## src/sv/f2h_pkg.sv

```systemverilog
// Package: constants for the fp32 to fp16/bf16 converter.
`timescale 1ns / 1ps
package f2h_pkg;
    localparam logic [31:0] F32_INF        = 32'h7F80_0000;
    localparam logic [31:0] F16_INF_SCALED = 32'h0F80_0000;
    localparam logic [31:0] CLEAR_LOW12    = 32'hFFFF_F000;
    localparam logic [31:0] ROUND_ADD      = 32'h0000_1000;
    localparam logic [31:0] BIAS_SHIFTED   = 32'h3800_0000;
    localparam logic [15:0] HALF_NAN       = 16'h7FFF;
    localparam logic [15:0] HALF_INF       = 16'h7C00;
    localparam logic [7:0]  EXP_NORMAL_MIN = 8'd113;
    localparam logic [7:0]  SHIFT_BASE     = 8'd113;
    localparam logic        FMT_FP16       = 1'b0;
    localparam logic        FMT_BF16       = 1'b1;
endpackage

```

## src/sv/fp32_to_half_converter_core.sv

```systemverilog
// Top level: fp32 to fp16 / bf16 converter, one item per cycle unless the output stalls.
`timescale 1ns / 1ps
// One binary32 item in, one 16-bit item out. Input register feeds a single
// combinational pass into an output register; the result is registered in the
// output register once it is free, and a stalled output holds the item in the
// input register. Throughput is one item per clock, bounded only by the
// output register handshake. The format register (written through i_cfg_we /
// i_cfg_wdata) = 0 converts to fp16 (NaN -> 0x7FFF, inf -> 0x7C00, subnormal
// results rounded to nearest even at the binary32 denormal LSB, then round half
// up and saturation); 1 passes the top 16 bits through. Write the format only
// while the block is idle.
module fp32_to_half_converter_core
    import f2h_pkg::*;
(
    input  logic        i_clk,
    input  logic        i_rst_n,
    input  logic        i_cfg_we,
    input  logic        i_cfg_wdata,
    input  logic        i_valid,
    output logic        o_ready,
    input  logic [31:0] i_single_bits,
    output logic        o_valid,
    input  logic        i_ready,
    output logic [15:0] o_half_bits
);
    logic        r_fmt;
    logic        r_in_vld;
    logic [31:0] r_in;
    logic        r_out_vld;
    logic [15:0] r_out;

    logic        s_adv;
    logic        in_ready;
    logic [15:0] n_out;

    // output stage takes data when empty or draining
    assign s_adv    = !r_out_vld || i_ready;
    assign in_ready = !r_in_vld || s_adv;
    assign o_ready  = in_ready;
    assign o_valid  = r_out_vld;
    assign o_half_bits = r_out;

    // fp16 datapath
    logic [31:0] mag, mc, v, va, scaled;
    logic [7:0]  expo, sh;
    logic [23:0] sig, kept, rest, half;
    logic [24:0] kr;
    always_comb begin
        mag  = {1'b0, r_in[30:0]};
        mc   = mag & CLEAR_LOW12;
        expo = mc[30:23];
        sig  = {1'b1, mc[22:0]};
        sh   = SHIFT_BASE - expo;
        kept = '0;
        rest = '0;
        half = '0;
        kr   = '0;
        if (expo >= EXP_NORMAL_MIN) begin
            scaled = mc - BIAS_SHIFTED;
        end else if (expo == 8'd0 || sh >= 8'd25) begin
            scaled = '0; // too small even for half the denormal LSB
        end else begin
            kept = sig >> sh[4:0];
            rest = sig & ((24'd1 << sh[4:0]) - 24'd1);
            half = 24'd1 << (sh[4:0] - 5'd1);
            kr   = {1'b0, kept};
            if (rest > half || (rest == half && kept[0]))
                kr = kr + 25'd1;
            scaled = {7'd0, kr};
        end
        va = scaled + ROUND_ADD;
        v  = (va > F16_INF_SCALED) ? F16_INF_SCALED : va;
        if (r_fmt == FMT_BF16)
            n_out = r_in[31:16];
        else if (mag > F32_INF)
            n_out = HALF_NAN | {r_in[31], 15'd0};
        else if (mag == F32_INF)
            n_out = HALF_INF | {r_in[31], 15'd0};
        else
            n_out = v[28:13] | {r_in[31], 15'd0};
    end

    always_ff @(posedge i_clk) begin
        if (!i_rst_n) begin
            r_fmt     <= FMT_FP16;
            r_in_vld  <= 1'b0;
            r_out_vld <= 1'b0;
        end else begin
            if (i_cfg_we)
                r_fmt <= i_cfg_wdata;
            if (in_ready)
                r_in_vld <= i_valid;
            if (s_adv)
                r_out_vld <= r_in_vld;
        end
    end

    always_ff @(posedge i_clk) begin
        if (in_ready && i_valid)
            r_in <= i_single_bits;
        if (s_adv && r_in_vld)
            r_out <= n_out;
    end
endmodule
```

## config.mk

```make
export PLATFORM = sky130hd
export DESIGN_NAME = fp32_to_half_converter_core
export DESIGN_NICKNAME = d
export VERILOG_FILES = /design/src/sv/f2h_pkg.sv /design/src/sv/fp32_to_half_converter_core.sv
export SDC_FILE = /design/constraint.sdc
export NUM_CORES = 1
export LEC_CHECK = 0
export ABC_CLOCK_PERIOD_IN_PS = 16500
export BUFFER_PORTS_ARGS = -buffer_cell sky130_fd_sc_hd__clkbuf_2
export CORE_MARGIN = 1.5
export CORE_UTILIZATION = 23
export CTS_BUF_LIST = sky130_fd_sc_hd__clkbuf_8
export CTS_CLUSTER_SIZE = 14
export DETAILED_ROUTE_END_ITERATION = 7
export GPL_ROUTABILITY_DRIVEN = 0
export PLACE_DENSITY = 0.41
export SYNTH_ARGS = -nofsm -noshare
export SYNTH_HDL_FRONTEND = slang
export SYNTH_SLANG_ARGS = --single-unit
```

## constraint.sdc

```tcl
create_clock -name i_clk -period 16.5 [get_ports i_clk]
set_input_delay 0.825 -clock i_clk [delete_from_list [all_inputs] [get_ports i_clk]]
set_output_delay 0.825 -clock i_clk [all_outputs]
set_load 0.01 [all_outputs]
```

# --- Yosys cells after proc, flatten, opt, wreduce, memory -nomap -nowiden ---
# Cells that the tools add are included.
op_classes:
  n_lt_le_gt_ge: 5
  mux: 7
  n_reduce_logical: 10
  eq_ne: 2
  shift: 3
  add_sub_neg: 6
  bitwise_logic: 2
op_table:
  columns: ["cell", "count"]
  rows:
  - ["25-bit two-way mux", 2]
  - ["16-bit two-way mux", 3]
  - ["1-bit by 5-bit << shifter with 24-bit output (first input constant)", 2]
  - ["32-bit by 13-bit adder with 32-bit output (second input constant)", 1]
  - ["32-bit by 28-bit greater-than comparator with 1-bit output (second input constant)", 1]
  - ["32-bit two-way mux", 1]
  - ["31-bit by 30-bit subtractor with 32-bit output (second input constant)", 1]
  - ["31-bit equality test (second input constant)", 1]
  - ["31-bit greater-than comparator (second input constant)", 1]
  - ["29-bit two-way mux", 1]
  - ["24-bit by 1-bit adder with 25-bit output (second input constant)", 1]
  - ["24-bit AND", 1]
  - ["24-bit equality test", 1]
  - ["24-bit greater-than comparator", 1]
  - ["24-bit by 5-bit right shift with 24-bit output", 1]
  - ["24-bit by 1-bit subtractor with 24-bit output (second input constant)", 1]
  - ["16-bit bitwise OR", 1]
  - ["8-bit by 5-bit >= comparator with 1-bit output (second input constant)", 1]
  - ["8-bit by 7-bit >= comparator with 1-bit output (second input constant)", 1]
  - ["8-bit zero test", 1]
  - ["7-bit by 8-bit subtractor with 8-bit output (first input constant)", 1]
  - ["5-bit by 1-bit subtractor with 5-bit output (second input constant)", 1]
  - ["1-bit logical OR", 4]
  - ["1-bit logical AND", 3]
  - ["1-bit zero test", 2]
word_totals:
  word_cells: 40
  regBits: 51
  output_inout_bits: 18

# --- Longest topological paths before layout ---
# Gate-level depths: netlist (run 1).
logic_depth:
  depth_word: 17
  mapped_depth: 30
  ltp_nobuf: 26

# --- Worst setup path after synthesis (run 1) ---
# Ideal clock, no wire load.
synth_timing:
  path_kind: "flip-flop to flip-flop"
  from: "reg r_in[25]"
  to: "reg r_out[12] (netlist: o_half_bits[12]), data pin"
  t_arrival_ps: 5930
  stages_incl_launch_ff: 29
  t_required_ps: 16235
  synth_period_minus_slack_ps: 6195
  slack_ps: 10305
  setup_ps: 265
  cell_sequence: "edfxtp_1 buf_4 clkbuf_1 inv_1 ha_1 buf_2 xor2_1 buf_2 nand2_1 xnor2_1 nor3_1 nand3_1 ha_1 nand4_1 nor4_1 o211a_1 o22ai_1 nor4_2 and4_1 o21bai_1 nand2_1 ha_1 nand3_1 o41ai_4 nand3_1 a21o_1 a221oi_4 nand2_2 a2bb2oi_2"
synth_between:
  elab_chain_cells: 17
  elab_cells_between_ends: 29
synth_rtl:
  columns: ["element", "line", "text"]
  rows:
  - ["start: declaration", "fp32_to_half_converter_core.sv:28", "logic [31:0] r_in;"]
  - ["start signal: assignment", "fp32_to_half_converter_core.sv:100", "r_in <= i_single_bits;"]
  - ["branches (longest 15 deep; another with 32-bit by 13-bit adder with 32-bit output)", null, null]
  - ["16-bit two-way mux *", "fp32_to_half_converter_core.sv:75", "else if (mag > F32_INF)"]
  - ["16-bit two-way mux *", "fp32_to_half_converter_core.sv:73", "if (r_fmt == FMT_BF16)"]
  - ["named net n_out[12]", "fp32_to_half_converter_core.sv:34", "logic [15:0] n_out;"]
  - ["end signal: assignment", "fp32_to_half_converter_core.sv:102", "r_out <= n_out;"]
  - ["end: declaration", "fp32_to_half_converter_core.sv:30", "logic [15:0] r_out;"]
# Mark *: on every way through the listed nets, which the timed path passes.
# A chain may end at the register's enable or synchronous reset.

# --- Final worst setup path (run 1) ---
layout_timing:
  from: "reg r_in[24]"
  to: "reg r_out[12] (netlist: o_half_bits[12]), data pin"
# Same word-level chain as after synthesis.

==> results of run 1 <==
[power by group]
part	leakage, µW	internal, µW	switching (µW)
combinational	0.00153	49.8	81.6
sequential	0.000485	151	9.85
clock	0.0000562	45.2	43.1
[cells in the final DEF, fill, tap and decap left out, types with 6 or more instances in the layout]
cell type | netlist | layout
nand2_1 | 65 | 65
clkbuf_2 | 0 | 55
edfxtp_1 | 48 | 48
a21oi_1 | 31 | 31
nor2_1 | 30 | 30
nand3_1 | 21 | 21
ha_1 | 21 | 21
o21ai_0 | 18 | 18
mux2i_1 | 15 | 15
xnor2_1 | 14 | 14
inv_1 | 14 | 14
nor4_1 | 12 | 12
nor3_1 | 11 | 11
o22ai_1 | 11 | 11
nand4_1 | 10 | 10
and2_1 | 10 | 10
nor2b_1 | 10 | 10
buf_4 | 4 | 10
xor2_1 | 9 | 9
nand2b_1 | 9 | 9
a31oi_1 | 9 | 9
mux4_2 | 8 | 8
and3_1 | 7 | 7
mux2_2 | 7 | 7
a211oi_1 | 6 | 6
o31ai_1 | 6 | 6
a32oi_1 | 6 | 6
[worst max-delay path by stage]
stage	from	endpoint	slack (ns)	cells after the start
6_report	r_in[24]$_DFFE_PP_	o_half_bits[12]$_DFFE_PP_	8.24	26
5_1_grt	r_in[24]$_DFFE_PP_	o_half_bits[13]$_DFFE_PP_	7.56	26
4_1_cts	r_in[24]$_DFFE_PP_	o_half_bits[13]$_DFFE_PP_	8.30	26
3_5_place_dp	r_in[24]$_DFFE_PP_	o_half_bits[13]$_DFFE_PP_	8.32	26
3_3_place_gp	r_in[24]$_DFFE_PP_	o_half_bits[13]$_DFFE_PP_	8.70	26
2_1_floorplan	r_in[25]$_DFFE_PP_	o_half_bits[12]$_DFFE_PP_	10.31	28
[cell families (layout without fill, tap and decap cells)]
group	Yosys count	after routing	share of synthesized area [%]
adders and majority gates	21	21	5.28
muxes	30	30	8.23
DFF	51	51	30.2
and+or+nand+nor	227	227	25.2
xor gates and xnor gates	23	23	4.05
buffers and inverters	53	88	4.73
AOI/OAI and AO/OA	148	148	22.4
[final cells by class]
cell class	count	area, µm²
clock inverter	3	42.5
timing repair buffer	65	350
multi-input combinational	449	3240
tap	275	344
sequential	51	1500
clock buffer	5	68.8
inverter	15	56.3
fill	2280	15500
[routing by layer]
| metal | share of wire [%] | wire length [µm] | track usage, % | vias to the layer above |
|---|---|---|---|---|
| met5 | 0 | 0 | 0 | - |
| met3 | 4.7 | 770 | 1.86 | 24 |
| met1 | 47 | 7670 | 20.7 | 2243 |
| met4 | 2.3 | 368 | 4.80 | 0 |
| li1 | - | - | - | 2208 |
| met2 | 46 | 7540 | 23.2 | 151 |
[metrics by stage]
step                setup slack [ns]  std cells
CTS                             8.30        863
global route                    7.56        863
floorplan                      10.31        553
detailed placement              8.32        855
finish                          8.24        863
global placement                8.70        855
[sequential cells by signal (all words and copies together) (netlist names)]
name and flops:
o_valid 1, r_fmt 1, o_half_bits 16, r_in 32, r_in_vld 1
==> impl_results.md, run 1 <==
* PnR Total Power at 380 µW
* Hold-critical path depth at 0
* Clk buf depth at 2
* Relative max-transition margin at 37.5%
* Worst Tran Pin Value at 0.925 ns
* WHS Endpoint: o_half_bits[15]$_DFFE_PP_
* Die Footprint at 0.0225 mm²
* HPWL after detailed placement at 12.3 mm
* Skew-Pair Late Insertion Delay at 0.33 ns
* Total number of vias at 4626
* Area growth, synth to finish at 12.6%
* Antenna-violating nets left at 0
* Number of hold buffers added after CTS at 0
* Std-Cell Rows at 53
* Launch point of the worst reg-to-reg path: r_in[24]$_DFFE_PP_
* Leakage Power at 0.00207 µW
* WL/cell at 18.9 µm
* Number of global-route vias before repair at 4518
* Number of endpoints failing setup at the final stage at 0
* Synth Area per Inst at 8.99 µm²
* Clock tree from TritonCTS: done
* Synthesized area at 0.00497 mm²
* Net count after synthesis at 612
* All-layer global routing usage at 14.7%
* Total negative slack at 0 ns
* Clock transition time at the flip-flop clock pins of the worst setup and hold paths at 0.10 ns
* # nets final at 646
* Via-per-instance ratio at 5.36
* Number of buffers created by CTS at 5
* Post-Synthesis Cells at 553
* Biggest fanout along the worst timing path at 46
* Number of buffer and inverter instances along the worst setup path at 3
* Leading post-synthesis cells by cell area: edfxtp_1, ha_1, nand2_1
* Cell with the largest stage delay on the worst path: ha_1
* Capturing element type of the critical path: register
* Portion of the post-synthesis area used by sequential elements at 30.2%
* Worst hold slack at 0.427 ns
* Minimum clock period at 8.26 ns
* Yosys Warn Count at 0
* Number of synthesized flops with an enable pin at 48
* Reg-to-reg critical path endpoint: o_half_bits[12]$_DFFE_PP_
* Diodes inserted at 0
* Hold Path Class: reg -> reg
* Number of antenna violations at the first check in global routing at 0
* Area share of the largest cell type after synthesis at 29.0%
* Count of boundary I/O pins at 56
* Max Freq at 0.121 GHz
* Yosys top cell by area: edfxtp_1
* Final Hold Vio Count at 0
* Library cell used as clock root buffer: clkbuf_8
* Y dimension of the die at 150 µm
* Number of cells upsized or downsized after cts at 0
* Startpoint of the most critical hold path: r_in[31]$_DFFE_PP_
* Die W at 150 µm
* 1st-pass router iterations at 5
* Leading cell type by number of instances after synthesis: nand2_1
* Count of unresolved DRC violations after routing at 0
* Cell family contributing the most delay on the critical path: compound AO/OA/AOI/OAI gates
* Global-route wire length before repair at 25.6 mm
* Number of sinks handled by clock tree synthesis at 51
* Peak supply drop at 0.0000473 V
* Initial cell density of the core at 23.6%
* Number of distinct library cells after synthesis at 82
* Crit path required time at 16.58 ns
* Post-synthesis register bit count at 51
* Setup Skew at 0.0115 ns
* Share of flip-flops with an asynchronous set or reset at 0%
* Maximum level of the CTS H-tree at 2
* Gr ovfl total at 0
* Share of post-route cells with drive strength above 1 at 19.4%
* Main flop type after synthesis: edfxtp_1
* Worst reg-to-reg setup slack at 8.24 ns
* Max incr delay on CP at 0.67 ns
* RSZ-0062 raised after global routing: false
* Total placed instance area at 0.00549 mm²
* Most frequent cells after synthesis: nand2_1, edfxtp_1, a21oi_1
* Total wire length after detailed routing at 16.4 mm
* Number of cells on the worst reg-to-reg path at 26
* Worst endpoint data arrival time at 8.34 ns
* Period utilization at 50.0%
* Slew Limit Fails at 0
* Result of the run: complete, no violations
* Utilization after layout at 26.6%
* Max_cap viols at 0
* Floorplan Core Area at 0.0211 mm²
* Final cell area excluding filler cells at 0.00560 mm²
* Pin count of the biggest net entering global routing at 47
* Crit Path Category: reg -> reg
* Post-CTS setup buffer count at 0
* Drt first-iter violations at 359
* Pwr Density at 67.9 mW/mm²
* Number of I/O port buffers at 55
* Startpoint types: register
Note: power is estimated with default switching activity, not from simulation.
==> run 2, diff against run 1 <==
Settings changed: ABC_AREA set to 1, ABC_CLOCK_PERIOD_IN_PS 16500 to 7900.
Clock period 16.5 ns to 7.9 ns, I/O delays scaled along.
==> impl_results.md, run 2 <==
* Result of the run: complete, no violations
* Count of unresolved DRC violations after routing at 0 (unchanged)
* Number of flip-flops under the largest register name at 32 (unchanged)
* Commonest cells after routing, fill and taps aside: nand2_1, nor2_1, nand3_1
* All-layer global routing usage at 14.5% (-0.22 points)
* Worst endpoint data arrival time at 7.11 ns (-1.23 ns)
* Total number of vias at 4788 (+3.5%)
* Drt first-iter violations at 430 (+20%)
* Main flop type after synthesis: edfxtp_1
* Hold Path Class: in -> reg
* Clk buf depth at 2 (unchanged)
* Clock tree from TritonCTS: done
* Library cell used as clock root buffer: clkbuf_8
* Number of buffers created by CTS at 5 (unchanged)
* Minimum clock period at 7.02 ns (-1.24 ns)
* Multiplexer fraction of the synthesized cell area at 0% (-8.2 points)
* Final std cells w/o fill at 1043 (+21%)
* Most frequent cells after synthesis: nand2_1, nor2_1, nand3_1
* Number of sinks handled by clock tree synthesis at 51 (unchanged)
* Leading post-synthesis cells by cell area: edfxtp_1, nand2_1, nand3_1
* Global-route wire length before repair at 24.7 mm (-3.6%)
* Number of antenna violations at the first check in global routing at 0 (unchanged)
* Die W at 149 µm (-0.79%)
* Setup Skew at 0.0172 ns (+0.00574 ns)
* Peak supply drop at 0.000117 V (+150%)
* Number of hold buffers added after CTS at 0 (unchanged)
* Initial cell density of the core at 23.4% (-0.23 points)
* Relative max-transition margin at 48.0% (+10 points)
* Number of distinct library cells after synthesis at 47 (-43%)
* 1st-pass router iterations at 5 (unchanged)
* Post-synthesis register bit count at 51 (unchanged)
* Total negative slack at 0 ns (unchanged)
* Max_cap viols at 0 (unchanged)
* Diodes inserted at 0 (unchanged)
* Parity-gate share of the synthesized area counting xor and xnor cells at 1.79% (-2.3 points)
* Share of synthesized cell area in and, or, nand and nor gates at 43.5% (+18 points)
* Maximum level of the CTS H-tree at 2 (unchanged)
* Std-Cell Rows at 53 (unchanged)
* Number of cells upsized or downsized after cts at 0 (unchanged)
* Net count after synthesis at 783 (+28%)
* Most common cell after layout, fill and taps aside: nand2_1
* WL/cell at 15.1 µm (-20%)
* Clock transition time at the flip-flop clock pins of the worst setup and hold paths at 0.10 ns (about the same)
* Adder-cell share of the synthesized area at 5.37% (+0.086 points)
* Area share of the largest cell type after synthesis at 29.5% (+0.47 points)
* Worst Tran Pin Value at 0.780 ns (-0.145 ns)
* Synth Area per Inst at 6.76 µm² (-25%)
* Number of I/O port buffers at 55 (unchanged)
* Skew-Pair Late Insertion Delay at 0.33 ns (about the same)
* Share of flip-flops with an asynchronous set or reset at 0% (unchanged)
* Yosys Warn Count at 0 (unchanged)
* Die Footprint at 0.0222 mm² (-1.6%)
* Placed Cells at 1035 (+21%)
* RSZ-0062 raised after global routing: false
* Area growth, synth to finish at 12.0%
* Capturing element type of the critical path: register
* Y dimension of the die at 149 µm (-0.79%)
* Post-Synthesis Cells at 724 (+31%)
* Leading cell type by number of instances after synthesis: nand2_1
* Biggest fanout along the worst timing path at 25 (-46%)
* HPWL after detailed placement at 12.7 mm (+3.2%)
* Post-CTS setup buffer count at 0 (unchanged)
* Number of endpoints failing setup at the final stage at 0 (unchanged)
* Final Hold Vio Count at 0 (unchanged)
* Yosys top cell by area: edfxtp_1
* Portion of the post-synthesis area used by sequential elements at 30.7% (+0.49 points)
* Total wire length after detailed routing at 15.7 mm (-3.9%)
* # nets final at 826 (+28%)
* Leakage Power at 0.00248 µW (+20%)
* Crit Path Category: reg -> reg
* Floorplan Core Area at 0.0210 mm² (-0.63%)
* Slew Limit Fails at 0 (unchanged)
* Antenna-violating nets left at 0 (unchanged)
* Max incr delay on CP at 0.78 ns (+0.11 ns)
* Via-per-instance ratio at 4.59 (-14%)
* Main combinational cell family by area after synthesis: simple AND/OR/NAND/NOR gates
* Number of synthesized flops with an enable pin at 48 (unchanged)
* Synthesized area at 0.00489 mm² (-1.6%)
* Count of boundary I/O pins at 56 (unchanged)
* Max Freq at 0.142 GHz (+18%)
* Cell with the largest stage delay on the worst path: edfxtp_1
* Pwr Density at 143 mW/mm² (+110%)
* Complex-gate fraction of the synthesized area at 8.69% (-14 points)
* Startpoint types: register
* Share of post-route cells with drive strength above 1 at 15.1% (-4.3 points)
* Number of global-route vias before repair at 4532 (+0.31%)
* Register with the most flip-flops: r_in
* Gr ovfl total at 0 (unchanged)
* Pin count of the biggest net entering global routing at 27 (-43%)
* Period utilization at 88.8% (+39 points)
* Crit path required time at 7.99 ns (-8.59 ns)
## run 2: cell count changes after synthesis, sizes merged, moves of 9 or more
cell,change
nand2,+157
nand3,+77
nor2,+74
inv,+68
mux2i,-15
xnor2,-12
and2,-10
nor2b,-10
clkbuf,-9
nand2b,-9
## run 2: final timing paths
| path | from | endpoint | slack (ns) | cells after the start |
|---|---|---|---|---|
| min reg2reg | r_in[31]$_DFFE_PP_ | o_half_bits[15]$_DFFE_PP_ | 0.45 | 0 |
| max reg2reg | r_in[24]$_DFFE_PP_ | o_half_bits[14]$_DFFE_PP_ | 0.88 | 38 |
| min | i_single_bits[19] | r_in[19]$_DFFE_PP_ | 0.24 | 1 |
| max | r_in[24]$_DFFE_PP_ | o_half_bits[14]$_DFFE_PP_ | 0.88 | 38 |
## run 2: layout make-up
| class | instances | area (µm²) |
|---|---|---|
| sequential | 51 | 1500 |
| clock inverter | 2 | 38.8 |
| fill | 2403 | 15500 |
| inverter | 83 | 322 |
| multi-input combinational | 569 | 2900 |
| timing repair buffer | 57 | 290 |
| tap | 275 | 344 |
| clock buffer | 6 | 82.6 |
## run 2: cells by family after synthesis
kind of cell	count (synthesis)
DFF	51
adders and majority gates	21
and+or+nand+nor	468
buffers and inverters	104
xor gates and xnor gates	10
AOI/OAI and AO/OA	70
## run 2: critical path, delay by kind of cell, from the launching register on
kind,cells,cell delay (ns)
compound gates,6,0.95
fa+ha+maj,3,1.05
flops,1,0.78
xor+xnor,1,0.14
buf+inv,6,0.80
simple gates,22,3.05
## run 2: metrics by stage
stage          hold WS [ns]  power [µW]  setup WS (ns)  cell area, µm²  util [%]
2_1_floorplan         0.449         521           2.56            4890         -
3_3_place_gp          0.431         594           1.17            5360      25.6
3_5_place_dp          0.430         590          0.979            5360      25.6
4_1_cts               0.221         789          0.960            5480      26.2
5_1_grt               0.218         835         0.0377            5480      26.2
6_report              0.238         782          0.882            5480      26.2
## run 2: routing by layer
| layer | track usage (%) | wire length, µm | vias to the layer above |
|---|---|---|---|
| li1 | - | - | 2488 |
| met1 | 20.1 | 7600 | 2173 |
| met2 | 23.9 | 7340 | 116 |
| met3 | 2.17 | 610 | 11 |
| met4 | 3.12 | 165 | 0 |
| met5 | 0 | 0 | - |
## run 2: power by group
| group | switching [µW] | total [µW] | internal, µW | leakage [µW] |
|---|---|---|---|---|
| combinational | 173 | 251 | 78.5 | 0.00193 |
| clock | 93.3 | 198 | 104 | 0.0000618 |
| sequential | 18.2 | 333 | 315 | 0.000488 |
==> run 3, diff against run 2 <==
Settings changed: CAP_MARGIN set to 25, CORE_MARGIN 1.5 to 10.
==> impl_results.md, run 3 (synthesized netlist as in run 2, its figures left out) <==
* Number of flip-flops under the largest register name at 32 (unchanged)
* Library cell used as clock root buffer: clkbuf_8
* Pin count of the biggest net entering global routing at 33 (+22%)
* Net switching power figure at 280 µW (-1.4%)
* # nets final at 827 (+0.12%)
* Number of global-route vias before repair at 4806 (+6.0%)
* Slew Limit Fails at 0 (unchanged)
* Switching fraction of total power at 36.5% (+0.17 points)
* Diodes inserted at 0 (unchanged)
* Global-route wire length before repair at 26.3 mm (+6.5%)
* HPWL after detailed placement at 13.2 mm (+3.9%)
* Maximum level of the CTS H-tree at 2 (unchanged)
* Number of sinks handled by clock tree synthesis at 51 (unchanged)
* Total wire length after detailed routing at 16.2 mm (+3.0%)
* Y dimension of the die at 166 µm (+11%)
* Pint at 487 µW (-2.1%)
* Die W at 166 µm (+11%)
* Setup Skew at 0.0189 ns (+0.00168 ns)
* RSZ-0062 raised after global routing: false
* Portion of total power attributed to sequential cells at 43.2% (+0.6 points)
* Clock tree from TritonCTS: done
* Max_cap viols at 0 (unchanged)
* Number of endpoints failing setup at the final stage at 0 (unchanged)
* Leakage Power at 0.00248 µW (about the same)
* Pwr Density at 140 mW/mm² (-1.8%)
* Hold Path Class: in -> reg
* Startpoint of the most critical hold path: i_single_bits[21]
* Period utilization at 87.7% (-1.2 points)
* Via-per-instance ratio at 4.61 (+0.32%)
* Post-CTS setup buffer count at 0 (unchanged)
* Worst endpoint data arrival time at 7.03 ns (-0.08 ns)
* Total negative slack at 0 ns (unchanged)
* Result of the run: complete, no violations
* Crit path required time at 8.00 ns (about the same)
* Count of boundary I/O pins at 56 (unchanged)
* Minimum clock period at 6.93 ns (-0.0926 ns)
* WL/cell at 15.5 µm (+2.9%)
* Max Freq at 0.144 GHz (+1.3%)
* Floorplan Core Area at 0.0210 mm² (unchanged)
* Std-Cell Rows at 53 (unchanged)
* Area growth, synth to finish at 12.0% (about the same)
* Relative max-transition margin at 49.5% (+1.5 points)
* Worst Tran Pin Value at 0.758 ns (-0.0222 ns)
* Register with the most flip-flops: r_in
* Total number of vias at 4808 (+0.42%)
* 1st-pass router iterations at 7 (+2)
* Number of buffers created by CTS at 5 (unchanged)
* Skew-Pair Late Insertion Delay at 0.33 ns (about the same)
* Number of cells upsized or downsized after cts at 0 (unchanged)
* Cell with the largest stage delay on the worst path: edfxtp_1
* Dominant cell type by count on the critical path: nand2_1
* Max incr delay on CP at 0.77 ns (about the same)
* Peak supply drop at 0.000117 V (about the same)
* Share of post-route cells with drive strength above 1 at 15.1% (-0.020 points)
* Commonest cells after routing, fill and taps aside: nand2_1, nor2_1, nand3_1
* Initial cell density of the core at 23.4% (unchanged)
* Biggest fanout along the worst timing path at 25 (unchanged)
* Final Hold Vio Count at 0 (unchanged)
* Most common cell after layout, fill and taps aside: nand2_1
* Launch point of the worst reg-to-reg path: r_in[24]$_DFFE_PP_
* Smallest setup slack after layout at 0.974 ns (+0.0926 ns)
* Crit path launch: r_in[24]$_DFFE_PP_
* Capturing element type of the critical path: register
* Startpoint types: register
* PnR Total Power at 767 µW (-1.9%)
* Part of the power in combinational logic at 33.0% (+0.9 points)
* Antenna-violating nets left at 0 (unchanged)
* Dpl ws at 1.02 ns (+0.0403 ns)
* Gr ovfl total at 0 (unchanged)
* Clock transition time at the flip-flop clock pins of the worst setup and hold paths at 0.10 ns (about the same)
* Share of power burned in the clock network at 23.8% (-1.5 points)
* Number of antenna violations at the first check in global routing at 0 (unchanged)
* Crit Path Category: reg -> reg
* Clk buf depth at 2 (unchanged)
* Drt first-iter violations at 422 (-1.9%)
* Die Footprint at 0.0275 mm² (+24%)
* Count of unresolved DRC violations after routing at 0 (unchanged)
* Number of I/O port buffers at 55 (unchanged)
* Number of hold buffers added after CTS at 0 (unchanged)
* All-layer global routing usage at 11.6% (-3.0 points)
run 3: changes by cell type in the layout (fill, tap and decap cells not counted), sizes merged:
| cell | previous run | this run |
|---|---|---|
| buf | 2 | 3 |
| clkinvlp | 0 | 1 |
| clkbuf | 61 | 60 |
run 3: area by class of cell:
cell class | instances | area [µm²]
Fill cell | 2419 | 15500
Timing Repair Buffer | 58 | 298
Sequential cell | 51 | 1500
Multi-Input combinational cell | 569 | 2900
Clock buffer | 5 | 68.8
Clock inverter | 3 | 41.3
Tap cell | 275 | 344
Inverter | 83 | 322
run 3: power groups by stage:
stage          logic (µW)  registers, µW  clock network [µW]
2_1_floorplan         190            331                   0
5_1_grt               290            334                 198
3_3_place_gp          257            338                   0
4_1_cts               255            332                 189
3_5_place_dp          254            338                   0
6_report              254            332                 182
run 3: routing by layer:
metal	up-vias	track usage [%]	wire length, µm
met1	2194	15.8	7820
met4	0	2.73	227
met3	11	2.01	737
li1	2488	-	-
met2	115	18.4	7400
met5	-	0	0
run 3: final timing paths:
path                          endpoint  slack [ns]  cells past startpoint
max          o_half_bits[11]$_DFFE_PP_        0.97                     38
min                 r_in[21]$_DFFE_PP_        0.24                      1
max reg2reg  o_half_bits[11]$_DFFE_PP_        0.97                     38
min reg2reg  o_half_bits[15]$_DFFE_PP_        0.45                      0
run 3: worst max-delay path, delay by kind of cell (launching register included):
| family | cells | cell delay [ns] |
|---|---|---|
| DFF | 1 | 0.77 |
| adders and majority gates | 3 | 1.04 |
| and+or+nand+nor | 20 | 2.82 |
| xor gates and xnor gates | 1 | 0.13 |
| buffers and inverters | 7 | 0.84 |
| AOI/OAI and AO/OA | 7 | 1.12 |
run 3: per-stage QoR:
stage	std cells	area (µm²)	hold slack [ns]	utilization [%]
detailed placement	1036	5370	0.424	25.6
global placement	1036	5370	0.432	25.6
finish	1044	5480	0.240	26.1
floorplan	724	4890	0.449	-
global route	1044	5480	0.228	26.1
CTS	1044	5480	0.228	26.1
